$ cat src/rtl/core/bmp_pkg.sv
package bmp_pkg;

  // Channel and field widths
  localparam int CH_W       = 8;
  localparam int ROW_W      = 12;
  localparam int OUT_COL_W  = 12;
  localparam int LANES      = 3;

  // Quotient of a block mean always fits one channel
  localparam int QUO_W      = CH_W;
  localparam int STEP_W     = $clog2(QUO_W);

  // Configuration port
  localparam int CFG_IDX_W  = 2;
  localparam int CFG_DATA_W = 13;
  localparam int BSIZE_W    = 7;

  localparam logic [CFG_IDX_W-1:0] CFG_IDX_IMAGE_WIDTH  = 2'd0;
  localparam logic [CFG_IDX_W-1:0] CFG_IDX_IMAGE_HEIGHT = 2'd1;
  localparam logic [CFG_IDX_W-1:0] CFG_IDX_BLOCK_SIZE   = 2'd2;

  localparam logic [CFG_DATA_W-1:0] RST_IMAGE_WIDTH  = 13'd640;
  localparam logic [CFG_DATA_W-1:0] RST_IMAGE_HEIGHT = 13'd480;
  localparam logic [BSIZE_W-1:0]    RST_BLOCK_SIZE   = 7'd15;

  localparam int HEIGHT_LIMIT      = 4096;
  localparam int MAX_WIDTH_DEFAULT = 4096;
  localparam int MAX_BLOCK_DEFAULT = 64;

  typedef struct packed {
    logic [CH_W-1:0] red;
    logic [CH_W-1:0] green;
    logic [CH_W-1:0] blue;
  } pix_t;

  typedef struct packed {
    logic [CH_W-1:0]      mean_red;
    logic [CH_W-1:0]      mean_green;
    logic [CH_W-1:0]      mean_blue;
    logic [OUT_COL_W-1:0] block_column;
    logic [ROW_W-1:0]     block_row;
    logic                 frame_last;
  } res_t;

  // Per-pixel control handed from the scan counters to the store
  typedef struct packed {
    logic                 emit;
    logic                 first_row;
    logic                 frame_last;
    logic [OUT_COL_W-1:0] block_column;
    logic [ROW_W-1:0]     block_row;
  } meta_t;

endpackage

$ cat src/rtl/core/bmp_cfg.sv
module bmp_cfg #(
  parameter int MAX_WIDTH = bmp_pkg::MAX_WIDTH_DEFAULT,
  parameter int MAX_BLOCK = bmp_pkg::MAX_BLOCK_DEFAULT
) (
  input  logic                           clk_i,
  input  logic                           rst_ni,
  input  logic                           cfg_we_i,
  input  logic [bmp_pkg::CFG_IDX_W-1:0]  cfg_index_i,
  input  logic [bmp_pkg::CFG_DATA_W-1:0] cfg_data_i,
  output logic [$clog2(MAX_WIDTH)-1:0]   col_last_o,
  output logic [bmp_pkg::ROW_W-1:0]      row_last_o,
  output logic [$clog2(MAX_BLOCK)-1:0]   blk_last_o,
  output logic                           restart_o
);
  localparam int COL_W = $clog2(MAX_WIDTH);
  localparam int BLK_W = $clog2(MAX_BLOCK);
  localparam int ROW_W = bmp_pkg::ROW_W;

  logic [bmp_pkg::CFG_DATA_W-1:0] width_q, width_d;
  logic [bmp_pkg::CFG_DATA_W-1:0] height_q, height_d;
  logic [bmp_pkg::BSIZE_W-1:0]    bsize_q, bsize_d;

  // Decode register writes
  always_comb begin
    width_d   = width_q;
    height_d  = height_q;
    bsize_d   = bsize_q;
    restart_o = 1'b0;
    if (cfg_we_i) begin
      case (cfg_index_i)
        bmp_pkg::CFG_IDX_IMAGE_WIDTH: begin
          width_d   = cfg_data_i;
          restart_o = 1'b1;
        end
        bmp_pkg::CFG_IDX_IMAGE_HEIGHT: begin
          height_d  = cfg_data_i;
          restart_o = 1'b1;
        end
        bmp_pkg::CFG_IDX_BLOCK_SIZE: begin
          bsize_d   = cfg_data_i[bmp_pkg::BSIZE_W-1:0];
          restart_o = 1'b1;
        end
        default: begin
          restart_o = 1'b0;
        end
      endcase
    end
  end

  always_ff @(posedge clk_i or negedge rst_ni) begin
    if (!rst_ni) begin
      width_q  <= bmp_pkg::RST_IMAGE_WIDTH;
      height_q <= bmp_pkg::RST_IMAGE_HEIGHT;
      bsize_q  <= bmp_pkg::RST_BLOCK_SIZE;
    end else begin
      width_q  <= width_d;
      height_q <= height_d;
      bsize_q  <= bsize_d;
    end
  end

  // Clamp sizes: zero acts as one, oversize acts as the limit
  always_comb begin
    if (width_q == '0) begin
      col_last_o = '0;
    end else if (32'(width_q) > 32'(MAX_WIDTH)) begin
      col_last_o = COL_W'(MAX_WIDTH - 1);
    end else begin
      col_last_o = COL_W'(width_q - 1'b1);
    end

    if (height_q == '0) begin
      row_last_o = '0;
    end else if (32'(height_q) > 32'(bmp_pkg::HEIGHT_LIMIT)) begin
      row_last_o = ROW_W'(bmp_pkg::HEIGHT_LIMIT - 1);
    end else begin
      row_last_o = ROW_W'(height_q - 1'b1);
    end

    if (bsize_q == '0) begin
      blk_last_o = '0;
    end else if (32'(bsize_q) > 32'(MAX_BLOCK)) begin
      blk_last_o = BLK_W'(MAX_BLOCK - 1);
    end else begin
      blk_last_o = BLK_W'(bsize_q - 1'b1);
    end
  end

endmodule

$ cat config.mk
export PLATFORM = sky130hd
export DESIGN_NAME = bmp_cfg
export DESIGN_NICKNAME = d
export VERILOG_FILES = /design/src/rtl/core/bmp_pkg.sv /design/src/rtl/core/bmp_cfg.sv
export SDC_FILE = /design/constraint.sdc
export NUM_CORES = 1
export LEC_CHECK = 0
export ABC_AREA = 1
export BUFFER_PORTS_ARGS = -buffer_cell sky130_fd_sc_hd__buf_4
export CAP_MARGIN = 20
export CORE_MARGIN = 3
export CORE_UTILIZATION = 45
export DETAILED_ROUTE_END_ITERATION = 7
export PLACE_DENSITY = 0.7
export RECOVER_POWER = 25
export SYNTH_ARGS = -nofsm -noshare
export SYNTH_HDL_FRONTEND = slang
export SYNTH_SLANG_ARGS = --single-unit
$ cat constraint.sdc
create_clock -name clk_i -period 1.6 [get_ports clk_i]
set_input_delay 0.08 -clock clk_i [delete_from_list [all_inputs] [get_ports clk_i]]
set_output_delay 0.08 -clock clk_i [all_outputs]
set_load 0.1 [all_outputs]
**Word level (Yosys, flattened, before mapping)**

Cells that the tools add are included.

- Add/sub/neg operators: 3
- $lt $le $gt $ge: 3
- Equality and inequality tests: 2
- Mux-type cells: 8
- Reduce and logical (&&, ||, !) cells: 8

Operator list:

| kind | count |
|---|---|
| 12-bit two-way mux | 4 |
| 13-bit greater-than comparator (second input constant) | 2 |
| 13-bit zero test | 2 |
| 12-bit by 1-bit subtractor with 12-bit output (second input constant) | 2 |
| 6-bit two-way mux | 2 |
| 7-bit greater-than comparator (second input constant) | 1 |
| 7-bit zero test | 1 |
| 2-bit AND reduction | 3 |
| 6-bit by 1-bit subtractor with 6-bit output (second input constant) | 1 |
| 3-bit OR reduction | 1 |
| 2-bit by 1-bit == test with 1-bit output (second input constant) | 1 |
| 2-bit == test (second input constant) | 1 |
| 2-bit zero test | 1 |
| 1-bit two-way mux | 2 |

- Flip-flop bits (word level): 33
- Input port bits: 18
- Output and inout bits: 31
- Logic and storage cells: 27

**Longest topological paths before layout**

- Depth in word-level cells: 4
- Mapped depth: 10
- Gate-level depth less buffers: 9

**Worst setup path before layout**

No wires, ideal clock.

- Kind: register to output
- Start point: reg bsize_q[0] in the netlist's numbering
- End point: out blk_last_o[0]
- Arrival: 3.049 ns
- Data required time: 1.520 ns
- Slack: -1.529 ns
- Stages on the path, launching flop included: 6
- Path buffers: 0
- Cell sequence: dfstp_2 > inv_1 > ha_1 > nand4_1 > nor2_1 > o21ai_0

- Cells in the longest elaborated chain, start to end: 3

RTL lines:

| item | RTL line | text |
|---|---|---|
| start: declaration | bmp_cfg.sv:21 | `logic [bmp_pkg::BSIZE_W-1:0] bsize_q, bsize_d;` |
| start signal: assignment | bmp_cfg.sv:54 | `bsize_q <= bmp_pkg::RST_BLOCK_SIZE;` |
| start signal: assignment | bmp_cfg.sv:58 | `bsize_q <= bsize_d;` |
| 6-bit by 1-bit subtractor with 6-bit output or 7-bit greater-than comparator (tied branches) | bmp_cfg.sv:85, bmp_cfg.sv:82 |  |
| 6-bit two-way mux | bmp_cfg.sv:82 | `end else if (32'(bsize_q) > 32'(MAX_BLOCK)) begin` |
| 6-bit two-way mux (*) | bmp_cfg.sv:80 | `if (bsize_q == '0) begin` |
| end: declaration | bmp_cfg.sv:12 | `output logic [$clog2(MAX_BLOCK)-1:0] blk_last_o,` |

Mark *: on every way between the ends. The rest lies on a longest branch, timed or not.

**Worst setup path after layout**

- Start point: reg width_q[2] in the netlist's numbering
- End point: out col_last_o[1]

- Cells in the longest elaborated chain, start to end: 3

RTL lines:

| item | RTL line | text |
|---|---|---|
| start: declaration | bmp_cfg.sv:19 | `logic [bmp_pkg::CFG_DATA_W-1:0] width_q, width_d;` |
| start signal: assignment | bmp_cfg.sv:52 | `width_q <= bmp_pkg::RST_IMAGE_WIDTH;` |
| start signal: assignment | bmp_cfg.sv:56 | `width_q <= width_d;` |
| 13-bit greater-than comparator | bmp_cfg.sv:66 | `end else if (32'(width_q) > 32'(MAX_WIDTH)) begin` |
| 12-bit two-way mux | bmp_cfg.sv:66 |  |
| 12-bit two-way mux (*) | bmp_cfg.sv:64 | `if (width_q == '0) begin` |
| end: declaration | bmp_cfg.sv:10 | `output logic [$clog2(MAX_WIDTH)-1:0] col_last_o,` |

Marked as above.

==> results_dict.tcl <==
set metrics [dict create \
    status "finished, violations left" \
    violations "setup timing" \
    cpLargestDelayFamily "simple AND/OR/NAND/NOR gates" \
    setup_tns_ns -7.58 \
    cts_buffers 5 \
    placed_cells 461 \
    p_per_area_nw_per_um2 1610 \
    ioPinCount 49 \
    syn-num-nets 348 \
    vias 2479 \
    clkTransAtPathRegs_ns 0.07 \
    cpMaxStageDelayCell "dfrtp_2" \
    port_buffers 48 \
    cts_root_buf "clkbuf_8" \
    diodes 0 \
    p_leak_nw 1.88 \
    grt_pass1_wl_um 11100 \
    cp_cell_sequence "nor2_4 > nand2_2 > nor2_2 > nand2_2 > nor2_4 > buf_12 > o21ai_2 > buf_12" \
    ir_worst_vdd_uv 1440 \
    internal_power_mw 3.22 \
    slowest_delay_ns 0.45 \
    pwr-share-seq_pct 17.7 \
    place_congestion 0.830 \
    hold_path.class "in -> reg" \
    synth_edf_count 0 \
    grt_overflow_total 0 \
    antenna_found_initial 0 \
    p_sw_mw 3.37 \
    switching_share_pct 51.1 \
    crit_arrival_ns 1.83 \
    setup_viol 30 \
    ys_ff_latch 33 \
    worst_slack_ns -0.310 \
    ys.flop_type "dfrtp_1" \
    p_comb_share_pct 69.7 \
    initial_utilization_pct 47.0 \
    areaGrowthSynthToFinish_pct 83.7 \
    maxSlewHeadroom_pct 45.0 \
    synth_commonest_cells "nand2_1, inv_1, o21ai_0" \
    tightest_slew_ns 0.825 \
    critPathBufInv 2 \
    die_h_um 76.5 \
    drv_slew 0 \
    ys.warnings.count 0 \
    insertion_delay_ns 0.29 \
    avgSynthCellArea_um2 6.89 \
    htree_levels 2 \
    clock_path_buffers 2 \
    viasPerCell 5.12 \
    grt_start_max_net_pins 34 \
    yosysMostFrequentCell "nand2_1" \
    cp-start-kind "flip-flop" \
    grt_use_total_pct 23.2 \
    stdcell_count 484 \
    total_power_mw 6.59 \
    row_count 25 \
    p_clk_share_pct 12.6 \
    numClockSinks 33 \
    ant_nets 0 \
    drt_wl_total_um 7440 \
    core_um2 4750 \
    period_minus_slack_ns 1.91 \
    postSynthCellCount 324 \
    cts_tree "yes" \
    dpl_cell_area_um2 3250 \
    wire_per_inst_um 15.4 \
    dp_hpwl_um 4510 \
    utilization_pct 86.3 \
    synth.area.top_cells "dfrtp_1, nand2_1, dfstp_2, o21ai_0, inv_1" \
    maxCapViolCount 0 \
    yosysTopAreaCellShare_pct 25.8 \
    die_area_um2 5840 \
    required_ns 1.52 \
    dr.first_iter.drc_count 147 \
    hold_viol 0 \
    skew_ns 0 \
    drc_errors 0 \
    cp-end-kind "output port" \
    worstSetupPathType "reg -> out" \
    yosysUniqueCellTypes 26 \
    first_global_vias 2401 \
    final.period_utilization_pct 119 \
    design_area_um2 4100 \
    synth-seq-area-share_pct 37.5 \
    rsz0062_at_grt "yes" \
    fmax_ghz 0.524 \
    worstPathMaxFanout 7 \
    firstDrtPassIters 5 \
    synthArstFlopShare_pct 100 \
    syn_area_um2 2230 \
    yosysTopAreaCell "dfrtp_1" \
    fin_nets 440 \
    drive_above_1_share_pct 52.0 \
    fp.dieW_um 76.5 \
]
==> worst paths after layout <==
check,startpoint,end,slack (ns),depth (start not counted)
worst max-delay path,width_q[2],col_last_o[1],-0.31,8
worst min-delay path,cfg_data_i[8],height_q[8],0.05,3
worst max register to register,height_q[5],height_q[5],0.57,4
worst min register to register,height_q[1],height_q[1],0.52,2
max in group asynchronous,rst_ni,width_q[6],0.60,2
min in group asynchronous,rst_ni,bsize_q[4],0.43,2
==> kinds of logic after synthesis <==
family                     after synthesis  synth area share [%]
AOI/OAI and AO/OA                       62                  14.1
xor gates and xnor gates                10                  3.92
adders and majority gates                6                  3.36
DFF                                     33                  37.5
and+or+nand+nor                        152                  30.1
buffers and inverters                   61                  11.0
==> cell usage in the layout (no fill, tap or decap), drive strengths merged <==
cell type	synthesis	routed
nand3	21	21
nor4	1	1
clkbuf	4	9
xor2	1	1
a31oi	1	1
and2	1	1
dlygate4sd3	0	1
ha	6	6
a21oi	14	14
clkinvlp	0	5
dfrtp	23	23
inv	54	50
dfstp	10	10
nor2	33	33
xnor2	9	9
buf	3	88
a21boi	1	1
bufinv	0	1
nor3	1	1
o21ai	46	46
nand2	92	92
nand4	3	3
==> cell type report <==
| class | count | area [um2] |
|---|---|---|
| inverters | 54 | 220 |
| well taps | 67 | 83.8 |
| clock inverters | 2 | 37.5 |
| flip-flops and latches | 33 | 846 |
| repair buffers | 92 | 1140 |
| multi-input cells | 230 | 1690 |
| fillers | 249 | 652 |
| clock buffers | 6 | 82.6 |
==> power by group through the flow <==
stage,logic [mW],registers [mW],clock network (mW)
finish,4.59,1.17,0.832
global route,4.78,1.18,0.890
CTS,4.30,1.14,0.839
detailed placement,3.55,1.15,0
global placement,3.51,1.14,0
floorplan,2.83,1.14,0
==> state kept, by name, indices dropped and copies added (netlist names) <==
signal,flops
bsize_q,7
height_q,13
width_q,13
==> layer usage <==
layer | share of wire [%] | wire [um] | up-vias | global-route usage [%]
met1 | 41 | 3020 | 1177 | 28.7
met5 | 0 | 0 | - | 0
met4 | 2.0 | 152 | 0 | 6.70
met3 | 4.3 | 320 | 21 | 4.26
met2 | 53 | 3940 | 81 | 41.2
li1 | - | - | 1200 | -
==> through the flow <==
stage / setup WS, ns / hold slack [ns]
floorplan: -0.219 / -0.216
global placement: -0.0591 / 0.0397
detailed placement: -0.0936 / 0.0445
CTS: -0.248 / 0.0508
global route: -0.466 / 0.0666
finish: -0.310 / 0.0525
==> repair_timing <==
item | CTS | global route
endpoints found under the setup margin | 30 | 30
endpoints found under the hold margin | 23 | 0
pin swaps | 13 | 16
hold buffers | 1 | 0
gates resized for setup | 108 | 45
gates cloned | 0 | 2
buffers inserted | 9 | 4
==> tightest hold or removal path, cell delays in order <==
cell and delay, ns:
buf_4 0.11, inv_1 0.06, o21ai_0 0.08
Power figures use the tool's default switching activity.
