[src/rtl/core/bmp_pkg.sv]
package bmp_pkg;

  // Channel and field widths
  localparam int CH_W       = 8;
  localparam int ROW_W      = 12;
  localparam int OUT_COL_W  = 12;
  localparam int LANES      = 3;

  // Quotient of a block mean always fits one channel
  localparam int QUO_W      = CH_W;
  localparam int STEP_W     = $clog2(QUO_W);

  // Configuration port
  localparam int CFG_IDX_W  = 2;
  localparam int CFG_DATA_W = 13;
  localparam int BSIZE_W    = 7;

  localparam logic [CFG_IDX_W-1:0] CFG_IDX_IMAGE_WIDTH  = 2'd0;
  localparam logic [CFG_IDX_W-1:0] CFG_IDX_IMAGE_HEIGHT = 2'd1;
  localparam logic [CFG_IDX_W-1:0] CFG_IDX_BLOCK_SIZE   = 2'd2;

  localparam logic [CFG_DATA_W-1:0] RST_IMAGE_WIDTH  = 13'd640;
  localparam logic [CFG_DATA_W-1:0] RST_IMAGE_HEIGHT = 13'd480;
  localparam logic [BSIZE_W-1:0]    RST_BLOCK_SIZE   = 7'd15;

  localparam int HEIGHT_LIMIT      = 4096;
  localparam int MAX_WIDTH_DEFAULT = 4096;
  localparam int MAX_BLOCK_DEFAULT = 64;

  typedef struct packed {
    logic [CH_W-1:0] red;
    logic [CH_W-1:0] green;
    logic [CH_W-1:0] blue;
  } pix_t;

  typedef struct packed {
    logic [CH_W-1:0]      mean_red;
    logic [CH_W-1:0]      mean_green;
    logic [CH_W-1:0]      mean_blue;
    logic [OUT_COL_W-1:0] block_column;
    logic [ROW_W-1:0]     block_row;
    logic                 frame_last;
  } res_t;

  // Per-pixel control handed from the scan counters to the store
  typedef struct packed {
    logic                 emit;
    logic                 first_row;
    logic                 frame_last;
    logic [OUT_COL_W-1:0] block_column;
    logic [ROW_W-1:0]     block_row;
  } meta_t;

endpackage

[src/rtl/core/bmp_scan.sv]
module bmp_scan #(
  parameter int MAX_WIDTH = bmp_pkg::MAX_WIDTH_DEFAULT,
  parameter int MAX_BLOCK = bmp_pkg::MAX_BLOCK_DEFAULT
) (
  input  logic                                clk_i,
  input  logic                                rst_ni,
  input  logic                                restart_i,
  input  logic                                accept_i,
  input  logic [$clog2(MAX_WIDTH)-1:0]        col_last_i,
  input  logic [bmp_pkg::ROW_W-1:0]           row_last_i,
  input  logic [$clog2(MAX_BLOCK)-1:0]        blk_last_i,
  output logic [$clog2(MAX_WIDTH)-1:0]        addr_o,
  output logic [2*($clog2(MAX_BLOCK)+1)-1:0]  div_o,
  output bmp_pkg::meta_t                      meta_o
);
  localparam int COL_W     = $clog2(MAX_WIDTH);
  localparam int BLK_W     = $clog2(MAX_BLOCK);
  localparam int DIV_W     = 2 * (BLK_W + 1);
  localparam int ROW_W     = bmp_pkg::ROW_W;
  localparam int OUT_COL_W = bmp_pkg::OUT_COL_W;

  logic [COL_W-1:0] pix_col_q;
  logic [ROW_W-1:0] pix_row_q;
  logic [BLK_W-1:0] cwb_q;
  logic [BLK_W-1:0] rwb_q;
  logic [COL_W-1:0] blk_col_q;
  logic [ROW_W-1:0] blk_row_q;

  logic             line_end;
  logic             frame_end;
  logic             col_wrap;
  logic             row_wrap;
  logic [BLK_W:0]   cw_cnt;
  logic [BLK_W:0]   rw_cnt;

  // Classify the pixel at the current position
  always_comb begin
    line_end  = pix_col_q >= col_last_i;
    frame_end = pix_row_q >= row_last_i;
    col_wrap  = cwb_q >= blk_last_i;
    row_wrap  = rwb_q >= blk_last_i;
    cw_cnt    = {1'b0, cwb_q} + (BLK_W+1)'(1);
    rw_cnt    = {1'b0, rwb_q} + (BLK_W+1)'(1);

    addr_o              = blk_col_q;
    div_o               = DIV_W'(cw_cnt) * DIV_W'(rw_cnt);
    meta_o.emit         = (line_end || col_wrap) && (frame_end || row_wrap);
    meta_o.first_row    = rwb_q == '0;
    meta_o.frame_last   = line_end && frame_end;
    meta_o.block_column = OUT_COL_W'(blk_col_q);
    meta_o.block_row    = blk_row_q;
  end

  // Advance the raster position on each accepted pixel
  always_ff @(posedge clk_i or negedge rst_ni) begin
    if (!rst_ni) begin
      pix_col_q <= '0;
      pix_row_q <= '0;
      cwb_q     <= '0;
      rwb_q     <= '0;
      blk_col_q <= '0;
      blk_row_q <= '0;
    end else if (restart_i) begin
      pix_col_q <= '0;
      pix_row_q <= '0;
      cwb_q     <= '0;
      rwb_q     <= '0;
      blk_col_q <= '0;
      blk_row_q <= '0;
    end else if (accept_i) begin
      if (line_end) begin
        pix_col_q <= '0;
        cwb_q     <= '0;
        blk_col_q <= '0;
        if (frame_end) begin
          pix_row_q <= '0;
          rwb_q     <= '0;
          blk_row_q <= '0;
        end else begin
          pix_row_q <= pix_row_q + 1'b1;
          if (row_wrap) begin
            rwb_q     <= '0;
            blk_row_q <= blk_row_q + 1'b1;
          end else begin
            rwb_q <= rwb_q + 1'b1;
          end
        end
      end else begin
        pix_col_q <= pix_col_q + 1'b1;
        if (col_wrap) begin
          cwb_q     <= '0;
          blk_col_q <= blk_col_q + 1'b1;
        end else begin
          cwb_q <= cwb_q + 1'b1;
        end
      end
    end
  end

  // Position never runs past the configured line or block
  a_pos_in_range: assert property (@(posedge clk_i) disable iff (!rst_ni)
    pix_col_q <= col_last_i && cwb_q <= blk_last_i && rwb_q <= blk_last_i)
    else $error("scan position beyond configured size");

endmodule

[config.mk]
export PLATFORM = sky130hd
export DESIGN_NAME = bmp_scan
export DESIGN_NICKNAME = d
export VERILOG_FILES = /design/src/rtl/core/bmp_pkg.sv /design/src/rtl/core/bmp_scan.sv
export SDC_FILE = /design/constraint.sdc
export NUM_CORES = 1
export LEC_CHECK = 0
export BUFFER_PORTS_ARGS = -buffer_cell sky130_fd_sc_hd__buf_2
export CORE_ASPECT_RATIO = 1.4
export CORE_MARGIN = 1.5
export CORE_UTILIZATION = 59
export CTS_CLUSTER_SIZE = 8
export DETAILED_ROUTE_END_ITERATION = 8
export PLACE_DENSITY = 0.82
export SLEW_MARGIN = 20
export SYNTH_ARGS = -nofsm -noshare
export SYNTH_HDL_FRONTEND = slang
export SYNTH_SLANG_ARGS = --single-unit
[constraint.sdc]
create_clock -name clk_i -period 6.97 [get_ports clk_i]
set_input_delay 1.394 -clock clk_i [delete_from_list [all_inputs] [get_ports clk_i]]
set_output_delay 1.394 -clock clk_i [all_outputs]
set_load 0.01 [all_outputs]
* After elaboration in Yosys (flattened, before gate mapping)
Index checks and enable logic that the tools add are counted.
** Storage, ports and cells
- Latch bits :: 0
- Bits in registers :: 60
- Memories :: 0
- Input port bits :: 34
- Word-level logic and storage cells :: 56
- Bits in read-only memories :: 0
- Bits in writable memories :: 0
** Operators by class
- Reduce and logical (&&, ||, !) cells :: 12
- Shift operators :: 0
- Multiply operators :: 1
- Muxes and demuxes :: 25
- Divide/modulo/power cells :: 0
- Magnitude comparators :: 4
- Bitwise logic cells :: 0
- Equality and inequality tests :: 0
- $add $sub $neg :: 8
** Operators by type and width (number)
- 12-bit 2-to-1 mux :: 16
- 6-bit 2-to-1 mux :: 9
- 12-bit by 1-bit adder with 12-bit output (second input constant) :: 4
- 12-bit greater-or-equal comparator :: 2
- 6-bit by 1-bit adder with 7-bit output (second input constant) :: 2
- 7-bit by 7-bit multiplier with 14-bit output :: 1
- 6-bit by 1-bit adder with 6-bit output (second input constant) :: 2
- 6-bit greater-or-equal comparator :: 2
- 6-bit zero test :: 1
- 3-bit nonzero test :: 2
- 2-bit AND reduction :: 2
- 2-bit nonzero test :: 2
- 3-bit AND reduction :: 1
- 1-bit logical AND :: 2
- 1-bit logical OR :: 2

* Depth between registers and ports, before layout
- Depth after elaboration :: 6
- Mapped depth :: 19
- Mapped depth without buffers :: 18

* Worst setup path after synthesis
OpenSTA, ideal clock, no wires.
- Path kind :: reg2out
- Start :: register rwb_q[1]
- End :: output port div_o[13]
- Cell stages (with the launch flop) :: 17
- Arrival :: 4.904 ns
- Data required time :: 5.576 ns
- Buffers on the path :: 0
- Setup slack :: 0.672 ns
- Cell sequence :: dfrtp_1 ha_1 and3_1 xnor2_1 or2_2 fa_1 fa_1 inv_1 fa_1 inv_1 fa_1 inv_1 ha_1 or4_1 a41o_1 o41ai_2 xnor2_1
** Between the ends
- Longest elaborated chain between the ends :: 2
** RTL lines
- start, declared :: line bmp_scan.sv:25 : logic [BLK_W-1:0] rwb_q;
- start signal, assigned :: line bmp_scan.sv:85 : rwb_q <= rwb_q + 1'b1;
- 6-bit by 1-bit adder with 7-bit output :: line bmp_scan.sv:43 : rw_cnt = {1'b0, rwb_q} + (BLK_W+1)'(1);
- 7-bit by 7-bit multiplier with 14-bit output :: line bmp_scan.sv:46 : div_o = DIV_W'(cw_cnt) * DIV_W'(rw_cnt);
- end, declared :: line bmp_scan.sv:13 : output logic [2*($clog2(MAX_BLOCK)+1)-1:0] div_o,
Every way passes these cells.

* Worst setup path in the final report
- Start :: register rwb_q[0]
- End :: output port div_o[13]
The elaborated chain is that of the path after synthesis.

==> results.py <==
metrics = {
    "place": {
        "dp_hpwl_mm": 11.2,
        "portBuffers": 86,
        "placed_area_um2": 6450,
        "gp_congestion": 0.890,
    },
    "detailed_routing": {
        "drc_errors": 0,
        "vias_per_cell": 5.92,
        "drtPass1Iterations": 6,
        "ant_nets": 0,
        "wl_mm": 14.9,
        "drt-initial-drc-count": 414,
        "wl_per_cell_um": 16.2,
        "num_vias": 5450,
    },
    "timing": {
        "maxSlewHeadroom": 0.373,
        "setup_violations": 0,
        "slew_viol_final": 0,
        "fin_crit_ns": 6.77,
        "finalCritPeriodShare": 0.971,
        "fmax_mhz": 148,
        "worstMarginPinSlew_ns": 0.940,
        "finClkSkew_ns": 0.00659,
        "final_hold_viol_count": 0,
        "fin_setup_tns_ns": 0,
    },
    "worst_setup_path": {
        "endpoint_kind": "output port",
        "ff2ff_path_depth": 8,
        "cp_slowest_cell": "fa_1",
        "cp.required_ns": 5.58,
        "cp_common_cell": "fa_1",
        "crit_end": "div_o[13]",
        "worstPathCellList": "buf_6 -> inv_1 -> ha_1 -> inv_2 -> nor2_1 -> fa_1 -> inv_1 -> fa_1 -> inv_2 -> fa_1 -> inv_1 -> fa_1 -> inv_2 -> ha_4 -> or4_4 -> a41o_1 -> o41ai_2 -> xnor2_1 -> buf_2",
        "slowest_delay_ns": 0.55,
        "timing.rr.end": "blk_row_q[0]$_DFFE_PN0P_",
        "critPathLaunch": "rwb_q[0]$_DFFE_PN0P_",
        "cp_top_family": "adder cells",
        "worstSetupPathType": "reg -> out",
        "r2r-start": "pix_col_q[2]$_DFFE_PN0P_",
        "critical_path_buf_inv_count": 8,
        "cp.depth": 19,
        "ff2ff_setup_slack_ns": 4.17,
        "crit_fanout": 5,
        "crit_path_start_kind": "flop",
        "cp_data_arrival_time_ns": 5.38,
    },
    "job": {
        "max-cap-violations": 0,
    },
    "final_layout": {
        "multi_input_area_um2": 4080,
        "antenna_cells": 0,
        "seq_area_um2": 1510,
        "final_common_cell": "buf_2",
        "drive_gt1_frac": 0.205,
        "syn2layout_area_growth_pct": 16.6,
        "final_area_um2": 6920,
        "most-common-layout-cells": "86 x buf_2, 81 x nor2_1, 72 x ha_1",
        "fillers": 797,
        "nNetsFinal": 914,
    },
    "logic_synthesis": {
        "synth_edf_count": 0,
        "seq_area_frac_synth": 0.253,
        "synth-main-ff-cell": "dfrtp_1",
        "syn_nets": 821,
        "netlist-cell-type-count": 60,
        "synth_seq_cells": 60,
        "syn_inst": 688,
        "syn-cell-area_um2": 5940,
        "avgSynthCellArea_um2": 8.63,
        "yosysWarnings": 0,
        "synth-async-reset-ratio": 1.00,
    },
    "clock_network": {
        "clock_path_buffers": 2,
        "cts_tree": "built",
        "numClockSinks": 60,
        "cts.clk_slew.worst_paths_ns": 0.05,
        "cts_hold_buf": 0,
        "root_buffer": "clkbuf_16",
        "htreeDepth": 3,
        "clk_latency_ns": 0.34,
        "cts_made_buffers": 9,
    },
    "grt": {
        "grt_max_degree": 61,
        "overflow": 0,
        "first_global_vias": 5573,
        "antenna_found_initial": 0,
        "grt_pass1_wl_mm": 24.8,
        "grt_use_total": 0.293,
    },
    "floorplan": {
        "io_pins": 87,
        "start_util": 0.603,
        "num_rows": 43,
        "die_w_um": 87.8,
        "die_h_um": 122,
        "coreArea_um2": 9850,
        "die-area_um2": 10700,
    },
    "pwr": {
        "p_per_area_nw_per_um2": 142,
        "power_leakage_nw": 3.60,
        "ir_drop_uv": 123,
    },
    "run_status": {
        "status": "finished, final reports clean",
    },
    "min_path": {
        "hold_path.class": "reg -> reg",
        "hp-start": "cwb_q[2]$_DFFE_PN0P_",
    },
}
layer usage:
metal	part of all wire	vias to the layer above	global-route usage	wire [µm]
met4	0.034	0	0.141	510
met5	0	-	0	0
li1	-	2584	-	-
met3	0.051	54	0.0528	755
met2	0.53	221	0.517	7820
met1	0.39	2591	0.335	5810
cells by family after synthesis:
| logic type | count (synthesis) | share of synthesized area |
|---|---|---|
| buf+inv | 97 | 0.0727 |
| simple gates | 248 | 0.202 |
| flops | 60 | 0.253 |
| compound gates | 143 | 0.170 |
| mux | 14 | 0.0236 |
| xor+xnor | 27 | 0.0398 |
| fa+ha+maj | 99 | 0.239 |
cells in the mapped netlist, types with 3 or more instances:
cell type / count / share of area
and3_1: 10 / 0.011
o2111ai_1: 4 / 0.0059
o211ai_1: 4 / 0.0051
nand2b_1: 14 / 0.015
nand4_1: 17 / 0.018
o21ai_1: 3 / 0.0025
o21bai_1: 4 / 0.0051
xnor2_1: 12 / 0.018
mux2i_1: 14 / 0.024
a21o_1: 16 / 0.020
fa_1: 24 / 0.081
buf_4: 16 / 0.020
nor2b_1: 3 / 0.0032
buf_2: 6 / 0.0051
and4_1: 3 / 0.0044
nand3_1: 39 / 0.033
o21a_1: 5 / 0.0063
dfrtp_1: 60 / 0.25
xor2_1: 15 / 0.022
nor3_1: 3 / 0.0025
o22ai_1: 5 / 0.0053
a211oi_1: 5 / 0.0063
and2_1: 5 / 0.0053
ha_1: 75 / 0.16
or2_2: 9 / 0.0095
a22o_1: 11 / 0.016
o21ai_0: 33 / 0.028
nand2_1: 50 / 0.032
nor3b_1: 3 / 0.0038
clkbuf_1: 8 / 0.0051
nor2_1: 81 / 0.051
a21oi_1: 28 / 0.024
a31oi_1: 3 / 0.0032
inv_1: 66 / 0.042
worst reg2reg max path, cell delays in order, from the launching register on:
cell and delay (ns):
dfrtp_1 0.42, ha_1 0.32, a21o_1 0.18, a31oi_1 0.15
o21ai_1 0.27, a21oi_2 0.67, buf_4 0.43, a21o_1 0.15
a22o_1 0.14
where the power goes:
part	total (mW)	switching (mW)	internal [mW]	leakage [nW]
Clock	0.423	0.154	0.269	0.140
Combinational	0.193	0.109	0.0832	2.63
Sequential	0.368	0.0120	0.357	0.827
Total	0.984	0.275	0.709	3.60
repair_timing:
action                     CTS  global route
setup buffers                0            14
gates resized for setup      0            22
setup endpoints to repair    0             3
flip-flops by register name, indices dropped and copies added, names as in the netlist:
name       cells
addr_o        12
cwb_q          6
pix_col_q     12
rwb_q          6
blk_row_q     12
pix_row_q     12
worst min-delay path by stage:
| stage | endpoint | slack (ns) | cells after the start |
|---|---|---|---|
| 3_5_place_dp | pix_row_q[11]$_DFFE_PN0P_ | 0.52 | 1 |
| 5_1_grt | cwb_q[2]$_DFFE_PN0P_ | 0.55 | 1 |
| 6_report | cwb_q[2]$_DFFE_PN0P_ | 0.54 | 1 |
| 4_1_cts | blk_row_q[10]$_DFFE_PN0P_ | 0.54 | 1 |
| 2_1_floorplan | pix_row_q[1]$_DFFE_PN0P_ | 0.50 | 2 |
| 3_3_place_gp | blk_row_q[11]$_DFFE_PN0P_ | 0.51 | 1 |
cell type report:
| cell class | count | share of cell area |
|---|---|---|
| clock buffers | 15 | 0.0401 |
| flip-flops and latches | 60 | 0.218 |
| repair buffers | 113 | 0.0920 |
| inverters | 66 | 0.0358 |
| multi-input cells | 531 | 0.589 |
| well taps | 135 | 0.0244 |
| clock inverters | 1 | 0.000723 |
per-stage QoR:
stage	util	power, mW	setup WS [ns]	hold WS (ns)	cells
final	0.703	0.984	0.200	0.538	921
after global routing	0.703	1.02	-0.00218	0.554	921
after CTS	0.684	0.955	0.00864	0.537	907
after detailed placement	0.655	0.535	0.384	0.525	891
after global placement	0.655	0.527	0.527	0.513	891
after floorplan	-	0.474	0.672	0.500	688
No activity file was read; power rests on OpenSTA's default activity.
