--- src/rtl/core/bmp_pkg.sv ---
package bmp_pkg;

  // Channel and field widths
  localparam int CH_W       = 8;
  localparam int ROW_W      = 12;
  localparam int OUT_COL_W  = 12;
  localparam int LANES      = 3;

  // Quotient of a block mean always fits one channel
  localparam int QUO_W      = CH_W;
  localparam int STEP_W     = $clog2(QUO_W);

  // Configuration port
  localparam int CFG_IDX_W  = 2;
  localparam int CFG_DATA_W = 13;
  localparam int BSIZE_W    = 7;

  localparam logic [CFG_IDX_W-1:0] CFG_IDX_IMAGE_WIDTH  = 2'd0;
  localparam logic [CFG_IDX_W-1:0] CFG_IDX_IMAGE_HEIGHT = 2'd1;
  localparam logic [CFG_IDX_W-1:0] CFG_IDX_BLOCK_SIZE   = 2'd2;

  localparam logic [CFG_DATA_W-1:0] RST_IMAGE_WIDTH  = 13'd640;
  localparam logic [CFG_DATA_W-1:0] RST_IMAGE_HEIGHT = 13'd480;
  localparam logic [BSIZE_W-1:0]    RST_BLOCK_SIZE   = 7'd15;

  localparam int HEIGHT_LIMIT      = 4096;
  localparam int MAX_WIDTH_DEFAULT = 4096;
  localparam int MAX_BLOCK_DEFAULT = 64;

  typedef struct packed {
    logic [CH_W-1:0] red;
    logic [CH_W-1:0] green;
    logic [CH_W-1:0] blue;
  } pix_t;

  typedef struct packed {
    logic [CH_W-1:0]      mean_red;
    logic [CH_W-1:0]      mean_green;
    logic [CH_W-1:0]      mean_blue;
    logic [OUT_COL_W-1:0] block_column;
    logic [ROW_W-1:0]     block_row;
    logic                 frame_last;
  } res_t;

  // Per-pixel control handed from the scan counters to the store
  typedef struct packed {
    logic                 emit;
    logic                 first_row;
    logic                 frame_last;
    logic [OUT_COL_W-1:0] block_column;
    logic [ROW_W-1:0]     block_row;
  } meta_t;

endpackage

--- src/rtl/core/bmp_stream_if.sv ---
interface bmp_stream_if #(
  parameter type T = logic
);
  logic valid;
  logic ready;
  T     data;

  modport source (output valid, output data, input ready);
  modport sink   (input valid, input data, output ready);
endinterface

--- src/rtl/core/bmp_div.sv ---
module bmp_div #(
  parameter int MAX_BLOCK = bmp_pkg::MAX_BLOCK_DEFAULT
) (
  input  logic                                         clk_i,
  input  logic                                         rst_ni,
  input  logic                                         start_i,
  input  logic [bmp_pkg::LANES-1:0]
               [$clog2(MAX_BLOCK*MAX_BLOCK*255+1)-1:0]  sums_i,
  input  logic [2*($clog2(MAX_BLOCK)+1)-1:0]           div_i,
  input  bmp_pkg::meta_t                               meta_i,
  output logic                                         busy_o,
  bmp_stream_if.source                                 res_o
);
  localparam int SUM_W  = $clog2(MAX_BLOCK*MAX_BLOCK*255+1);
  localparam int LANES  = bmp_pkg::LANES;
  localparam int QUO_W  = bmp_pkg::QUO_W;
  localparam int STEP_W = bmp_pkg::STEP_W;

  typedef enum logic [1:0] {
    ST_IDLE,
    ST_RUN,
    ST_HOLD
  } st_e;

  st_e               state_q;
  logic [STEP_W-1:0] step_q;
  logic              out_valid_q;

  logic [SUM_W-1:0]  rem_q [LANES];
  logic [QUO_W-1:0]  quo_q [LANES];
  logic [SUM_W-1:0]  rem_d [LANES];
  logic [QUO_W-1:0]  quo_d [LANES];
  logic [SUM_W-1:0]  dsh_q;
  logic [SUM_W-1:0]  div_q;
  bmp_pkg::meta_t    meta_q;
  bmp_pkg::res_t     out_data_q;

  logic              slot_free;
  logic              last_step;

  assign slot_free = !out_valid_q || res_o.ready;
  assign last_step = step_q == STEP_W'(QUO_W - 1);
  assign busy_o    = state_q != ST_IDLE;

  // One restoring step per cycle, three channels side by side
  always_comb begin
    for (int l = 0; l < LANES; l++) begin
      if (rem_q[l] >= dsh_q) begin
        rem_d[l] = rem_q[l] - dsh_q;
        quo_d[l] = {quo_q[l][QUO_W-2:0], 1'b1};
      end else begin
        rem_d[l] = rem_q[l];
        quo_d[l] = {quo_q[l][QUO_W-2:0], 1'b0};
      end
    end
  end

  // Sequence the divide and hold the result until taken
  always_ff @(posedge clk_i or negedge rst_ni) begin
    if (!rst_ni) begin
      state_q     <= ST_IDLE;
      step_q      <= '0;
      out_valid_q <= 1'b0;
    end else begin
      // Raise the result when the slot frees, drop it once taken
      if (state_q == ST_HOLD && slot_free) begin
        out_valid_q <= 1'b1;
      end else if (res_o.ready) begin
        out_valid_q <= 1'b0;
      end
      case (state_q)
        ST_IDLE: begin
          step_q <= '0;
          if (start_i) begin
            state_q <= ST_RUN;
          end
        end
        ST_RUN: begin
          step_q <= step_q + 1'b1;
          if (last_step) begin
            state_q <= ST_HOLD;
          end
        end
        ST_HOLD: begin
          if (slot_free) begin
            state_q <= ST_IDLE;
          end
        end
        default: begin
          state_q <= ST_IDLE;
        end
      endcase
    end
  end

  always_ff @(posedge clk_i) begin
    if (state_q == ST_IDLE && start_i) begin
      for (int l = 0; l < LANES; l++) begin
        rem_q[l] <= sums_i[l];
        quo_q[l] <= '0;
      end
      div_q  <= SUM_W'(div_i);
      dsh_q  <= SUM_W'(div_i) << (QUO_W - 1);
      meta_q <= meta_i;
    end else if (state_q == ST_RUN) begin
      for (int l = 0; l < LANES; l++) begin
        rem_q[l] <= rem_d[l];
        quo_q[l] <= quo_d[l];
      end
      dsh_q <= dsh_q >> 1;
    end
    if (state_q == ST_HOLD && slot_free) begin
      out_data_q.mean_red     <= quo_q[0];
      out_data_q.mean_green   <= quo_q[1];
      out_data_q.mean_blue    <= quo_q[2];
      out_data_q.block_column <= meta_q.block_column;
      out_data_q.block_row    <= meta_q.block_row;
      out_data_q.frame_last   <= meta_q.frame_last;
    end
  end

  assign res_o.valid = out_valid_q;
  assign res_o.data  = out_data_q;

  // A new divide only starts from idle
  a_start_idle: assert property (@(posedge clk_i) disable iff (!rst_ni)
    start_i |-> state_q == ST_IDLE)
    else $error("divide started while busy");

  // Every mean fits one channel, so the final remainders stay below the divisor
  a_rem_bound: assert property (@(posedge clk_i) disable iff (!rst_ni)
    state_q == ST_HOLD |-> (rem_q[0] < div_q) && (rem_q[1] < div_q) && (rem_q[2] < div_q))
    else $error("block sum exceeds channel range times divisor");

endmodule

--- src/flat_wrapper.sv ---
// flat-port wrapper written by rule: the top's interface ports become plain ports
module bmp_div_flat 
#(
  parameter int MAX_BLOCK = bmp_pkg::MAX_BLOCK_DEFAULT
)
  (clk_i, rst_ni, start_i, sums_i, div_i, meta_i, busy_o, res_o_valid, res_o_data, res_o_ready);
  bmp_stream_if res_o_i ();
  input  logic clk_i;
  input  logic rst_ni;
  input  logic start_i;
  input  logic [bmp_pkg::LANES-1:0]
               [$clog2(MAX_BLOCK*MAX_BLOCK*255+1)-1:0] sums_i;
  input  logic [2*($clog2(MAX_BLOCK)+1)-1:0] div_i;
  input  bmp_pkg::meta_t meta_i;
  output logic busy_o;
  output wire logic [$bits(res_o_i.valid)-1:0] res_o_valid;
  output wire logic [$bits(res_o_i.data)-1:0] res_o_data;
  input wire logic [$bits(res_o_i.ready)-1:0] res_o_ready;
  assign res_o_valid = res_o_i.valid;
  assign res_o_data = res_o_i.data;
  assign res_o_i.ready = res_o_ready;
  bmp_div #(.MAX_BLOCK(MAX_BLOCK)) u_core (.clk_i(clk_i), .rst_ni(rst_ni), .start_i(start_i), .sums_i(sums_i), .div_i(div_i), .meta_i(meta_i), .busy_o(busy_o), .res_o(res_o_i));
endmodule
--- config.mk ---
export PLATFORM = sky130hd
export DESIGN_NAME = bmp_div_flat
export DESIGN_NICKNAME = d
export VERILOG_FILES = /design/src/rtl/core/bmp_pkg.sv /design/src/rtl/core/bmp_stream_if.sv /design/src/rtl/core/bmp_div.sv /design/src/flat_wrapper.sv
export SDC_FILE = /design/constraint.sdc
export NUM_CORES = 1
export LEC_CHECK = 0
export ABC_CLOCK_PERIOD_IN_PS = 1300
export BUFFER_PORTS_ARGS = -buffer_cell sky130_fd_sc_hd__buf_2
export CORE_MARGIN = 5
export CORE_UTILIZATION = 18
export CTS_BUF_LIST = sky130_fd_sc_hd__clkbuf_8
export DETAILED_ROUTE_END_ITERATION = 12
export PLACE_DENSITY = 0.78
export SLEW_MARGIN = 25
export SYNTH_ARGS = -nofsm -noshare
export SYNTH_HDL_FRONTEND = slang
export SYNTH_SLANG_ARGS = --single-unit
--- constraint.sdc ---
create_clock -name clk_i -period 1.3 [get_ports clk_i]
set_input_delay 0.13 -clock clk_i [delete_from_list [all_inputs] [get_ports clk_i]]
set_output_delay 0.13 -clock clk_i [all_outputs]
set_load 0.02 [all_outputs]
### Word level (Yosys, flattened, before mapping)

Cells that the tools add are included.

| cells by class | value |
|---|---|
| reduce and logical (&&, ||, !) cells | 9 |
| equal/unequal tests | 6 |
| muxes and demuxes | 7 |
| $add $sub $neg | 1 |

Operators by type and width:

| cell | number |
|---|---|
| $mux W2 | 3 |
| $pmux W2 S3 | 1 |
| $pmux W3 S2 | 1 |
| $reduce_bool A2 Y1 | 3 |
| $ne A2 B1 Y1 const B | 2 |
| $add A3 B1 Y3 const B | 1 |
| $eq A3 B3 Y1 const B | 1 |
| $reduce_and A3 Y1 | 1 |
| $eq A2 B1 Y1 const B | 1 |
| $eq A2 B2 Y1 const B | 1 |
| $logic_and A1 B1 Y1 | 2 |
| $logic_not A2 Y1 | 1 |
| $mux W1 | 2 |
| $ne A2 B2 Y1 const B | 1 |
| $logic_not A1 Y1 | 1 |
| $logic_or A1 B1 Y1 | 1 |

| word-level totals | value |
|---|---|
| flip-flop bits (word level) | 8 |
| output and inout port bits | 3 |
| input bits | 105 |

### Longest topological paths before layout

| logic depth | value |
|---|---|
| depth in word-level cells | 4 |
| gate-level depth with buffers | 4 |
| gate-level depth less buffers | 4 |

### Least setup slack after synthesis

OpenSTA, ideal clock, no wires.

| timing path | value |
|---|---|
| kind | flip-flop to flip-flop |
| start point | register u_core.state_q[1] |
| end point | register u_core.meta_q[24] (netlist name) (enable) |
| library setup time | 300 ps |
| cell stages (with the launch flop) | 3 |
| setup slack | 144 ps |
| period minus slack after synthesis | 1156 ps |
| arrival | 857 ps |
| cell sequence | dfrtp_1 or2_1 nor2_1 |

| on the way | value |
|---|---|
| longest elaborated chain between the ends | 2 |

RTL lines:

| item | line | source |
|---|---|---|
| start: declaration | bmp_div.sv:25 | `st_e state_q;` |
| start signal: assignment | bmp_div.sv:61 | `state_q <= ST_IDLE;` |
| start signal: assignment | bmp_div.sv:75 | `state_q <= ST_RUN;` |
| start signal: assignment | bmp_div.sv:81 | `state_q <= ST_HOLD;` |
| $logic_not A2 Y1 | bmp_div.sv:97 | `if (state_q == ST_IDLE && start_i) begin` |
| $logic_and A1 B1 Y1 | bmp_div.sv:97 |  |
| end signal: assignment | bmp_div.sv:104 | `meta_q <= meta_i;` |
| end: declaration | bmp_div.sv:35 | `bmp_pkg::meta_t meta_q;` |

No other way between the ends.
A chain may end at the register's enable or synchronous reset.

### Final worst setup path

| timing path | value |
|---|---|
| start point | register u_core.state_q[1] |
| end point | output busy_o |

| on the way | value |
|---|---|
| longest elaborated chain between the ends | 1 |

RTL lines:

| item | line | source |
|---|---|---|
| $reduce_bool A2 Y1 | bmp_div.sv:43 | `assign busy_o = state_q != ST_IDLE;` |
| end: declaration | flat_wrapper.sv:15 | `output logic busy_o;` |

No other way between the ends.

==> summary.txt <==
Setup path
  – Critical path class: reg -> out
  – CP Capture Type: primary output
  – CP Launch Type: register
  – Worst-path cell chain: or2_1 -> buf_2
  – CP max stage delay: approximately 0.44 ns
  – Worst Path Arrival: roughly 1.1 ns
  – CP max stage cell: dfrtp_1
  – Max FO, Critical Path: 7
  – CP Data Required Time: around 1.2 ns

Min path
  – Hold WC Path Type: in -> reg

Pwr
  – Worst vdd ir: between 0.0007 and 0.0008 V
  – P_leak: ~0.22 nW
  – Pwr Density: around 2000 nW/µm²
  – Overall power: ~900 µW

Die
  – Core area: ~1800 µm²
  – Initial core utilization: 19.4%
  – Num rows: 15
  – Die area: between 2000 and 3000 µm²
  – Num ports: ~110
  – Die X-Extent: between 50 and 60 µm
  – Die Ht: around 54 µm

Timing
  – Unrepaired setup endpoints after global routing: false
  – Clock Skews: roughly 0.0019 ns
  – Worst slew pin tran: about 0.22 ns
  – Final setup margin: about 0.066 ns
  – Fin crit period: roughly 1.2 ns
  – Final setup fails: 0
  – Period utilization: a little over nine tenths
  – Max Slew Vio Count: 0
  – Achievable Freq: roughly 0.81 GHz
  – Headroom to the max-slew limit: ~86%
  – WHS: about 0.082 ns
  – Final Hold Viols: 0
  – Setup TNS: 0 ns

Outcome
  – Status: completed

Detailed routing
  – Routed Antenna Nets: 0
  – DR WL/cell: between 8 and 9 µm
  – DRT iter0 DRCs: 2
  – First-pass DRT Iterations: 2
  – # DRC: 0
  – Drt via density: between 3 and 4
  – Routed wire length: around 530 µm
  – Routed vias: approximately 220

Yosys
  – Synth Warn #: 0
  – Synthesized net count: approximately 130
  – Ys flop type: dfrtp_1
  – Seq/Total Area, Yosys: between 60 and 70%
  – Yosys top cell area share: between 40 and 50%
  – Most frequent cell after synthesis: dfrtp_1
  – Post-synthesis async set-or-reset flop share: around 75%
  – Netlist cell types: 14
  – Post-synthesis average cell area: 13.9 µm²
  – Mapped Cells: 25
  – Cell taking the most area after synthesis: dfrtp_1
  – Commonest cells post-synth: dfrtp_1, nand2b_1, a22o_1, edfxtp_1, ha_1
  – Post-synth EDFFs: 2
  – Leading post-synthesis cells by cell area: dfrtp_1, edfxtp_1, ha_1
  – Netlist Area Pre-Place: between 300 and 400 µm²
  – Synth Register Bits: 8

Clock tree
  – H-Tree Depth: 1
  – CTS tree: built
  – CTS Root Cell: clkbuf_8
  – Clock transition at path regs: 0.04 ns
  – Clk sink count: 8
  – Largest buffer count on any clock path: 2
  – Clock latency on the worst-skew pair: roughly 0.22 ns
  – CTS Buf Count: 3

Global route
  – Grt ovf: 0
  – Initial antenna violation count: 0
  – Largest net degree at the start of global routing: 8
  – First-pass GRT wire length: a little under 900 µm
  – Total track usage: around 4.7%
  – Number of global-route vias before repair: 217

Placed design
  – Port buffer count: 7
  – Post-DP HPWL: 438 µm
  – Placed Cells: 57
  – Pre-CTS setup slack: approximately 0.13 ns
  – Routability Congestion: slightly below 0.7

Finish
  – Area Growth Syn to Fin: 33.9%
  – Ant diodes: 0
  – Post-layout net count: ~150
  – Fill count: 190
  – Post-route insts no fill: approximately 60
  – Layout cells sized above 1: approximately 36%

Job
  – Max Cap Viol: 0
## worst max-delay path: cells and delay by family (launching register included)
family	cells	cell delay, ns
buffers and inverters	1	0.16
DFF	1	0.44
and+or+nand+nor	1	0.28
## layout by cell type, fill, tap and decap left out
cell type,count
buf_2,7
nor2b_2,1
inv_1,1
nand2_1,1
mux2_2,1
a21oi_1,1
nor2b_1,1
edfxtp_1,2
dlygate4sd3_1,1
nand2b_1,4
or2_1,1
dfrtp_1,6
a22o_1,2
clkbuf_8,3
nor2_1,1
ha_1,2
a2bb2o_4,1
## logic make-up after synthesis
kind of cell	synth area share (%)
buffers and inverters	1.08
flip-flops	60.6
AND/OR/NAND/NOR	15.5
multiplexers	3.25
adder cells (fa/ha/maj)	7.22
AO/OA/AOI/OAI	12.3
## sequential cells by signal, summed over array words and instances, names as in the netlist
signal	count
u_core.meta_q	1
u_core.step_q	3
u_core.state_q	2
u_core.res_o.valid	1
u_core.res_o.data	1
## routing by layer
layer | global-route usage [%] | vias up | share of wire, %
li1 | - | 109 | -
met1 | 5.06 | 100 | 44
met2 | 6.25 | 10 | 42
met3 | 5.82 | 0 | 14
met4 | 0 | 0 | 0
met5 | 0 | - | 0
## timing repair
action	in CTS	in global routing
resized for setup	0	0
hold buffers	1	0
buffers inserted	0	0
hold endpoints to repair	6	0
## stage by stage
| step | utilization [%] | instance area (µm²) |
|---|---|---|
| after floorplan | - | 347 |
| after global placement | 23.2 | 413 |
| after detailed placement | 23.2 | 413 |
| after CTS | 26.0 | 464 |
| after global routing | 26.0 | 464 |
| final | 26.0 | 464 |
## final timing paths
| kind | from | end | slack, ns | cells after the start |
|---|---|---|---|---|
| setup reg to reg | u_core.step_q[0] | u_core.step_q[2] | 0.14 | 3 |
| min in group asynchronous | rst_ni | u_core.step_q[2] | 0.27 | 2 |
| max in group asynchronous | rst_ni | u_core.state_q[0] | 0.89 | 2 |
| setup / recovery | u_core.state_q[1] | busy_o | 0.07 | 2 |
| hold reg to reg | u_core.meta_q[24] | u_core.res_o.data | 0.41 | 0 |
| hold / removal | meta_i[24] | u_core.meta_q[24] | 0.08 | 1 |
## report_power, final
part	internal, mW	switching (mW)	total (mW)
registers	0.330	0.0430	0.373
logic	0.134	0.111	0.246
clock network	0.199	0.0853	0.285
## area by class of cell
cell class              count  area [µm²]  share of cell area [%]
flip-flops and latches      8         210                    45.3
repair buffers              8        45.0                    9.70
multi-input cells          16         133                    28.6
inverters                   1        3.75                   0.809
clock buffers               3        41.3                    8.89
well taps                  25        31.3                    6.74
Power figures use the tool's default switching activity.
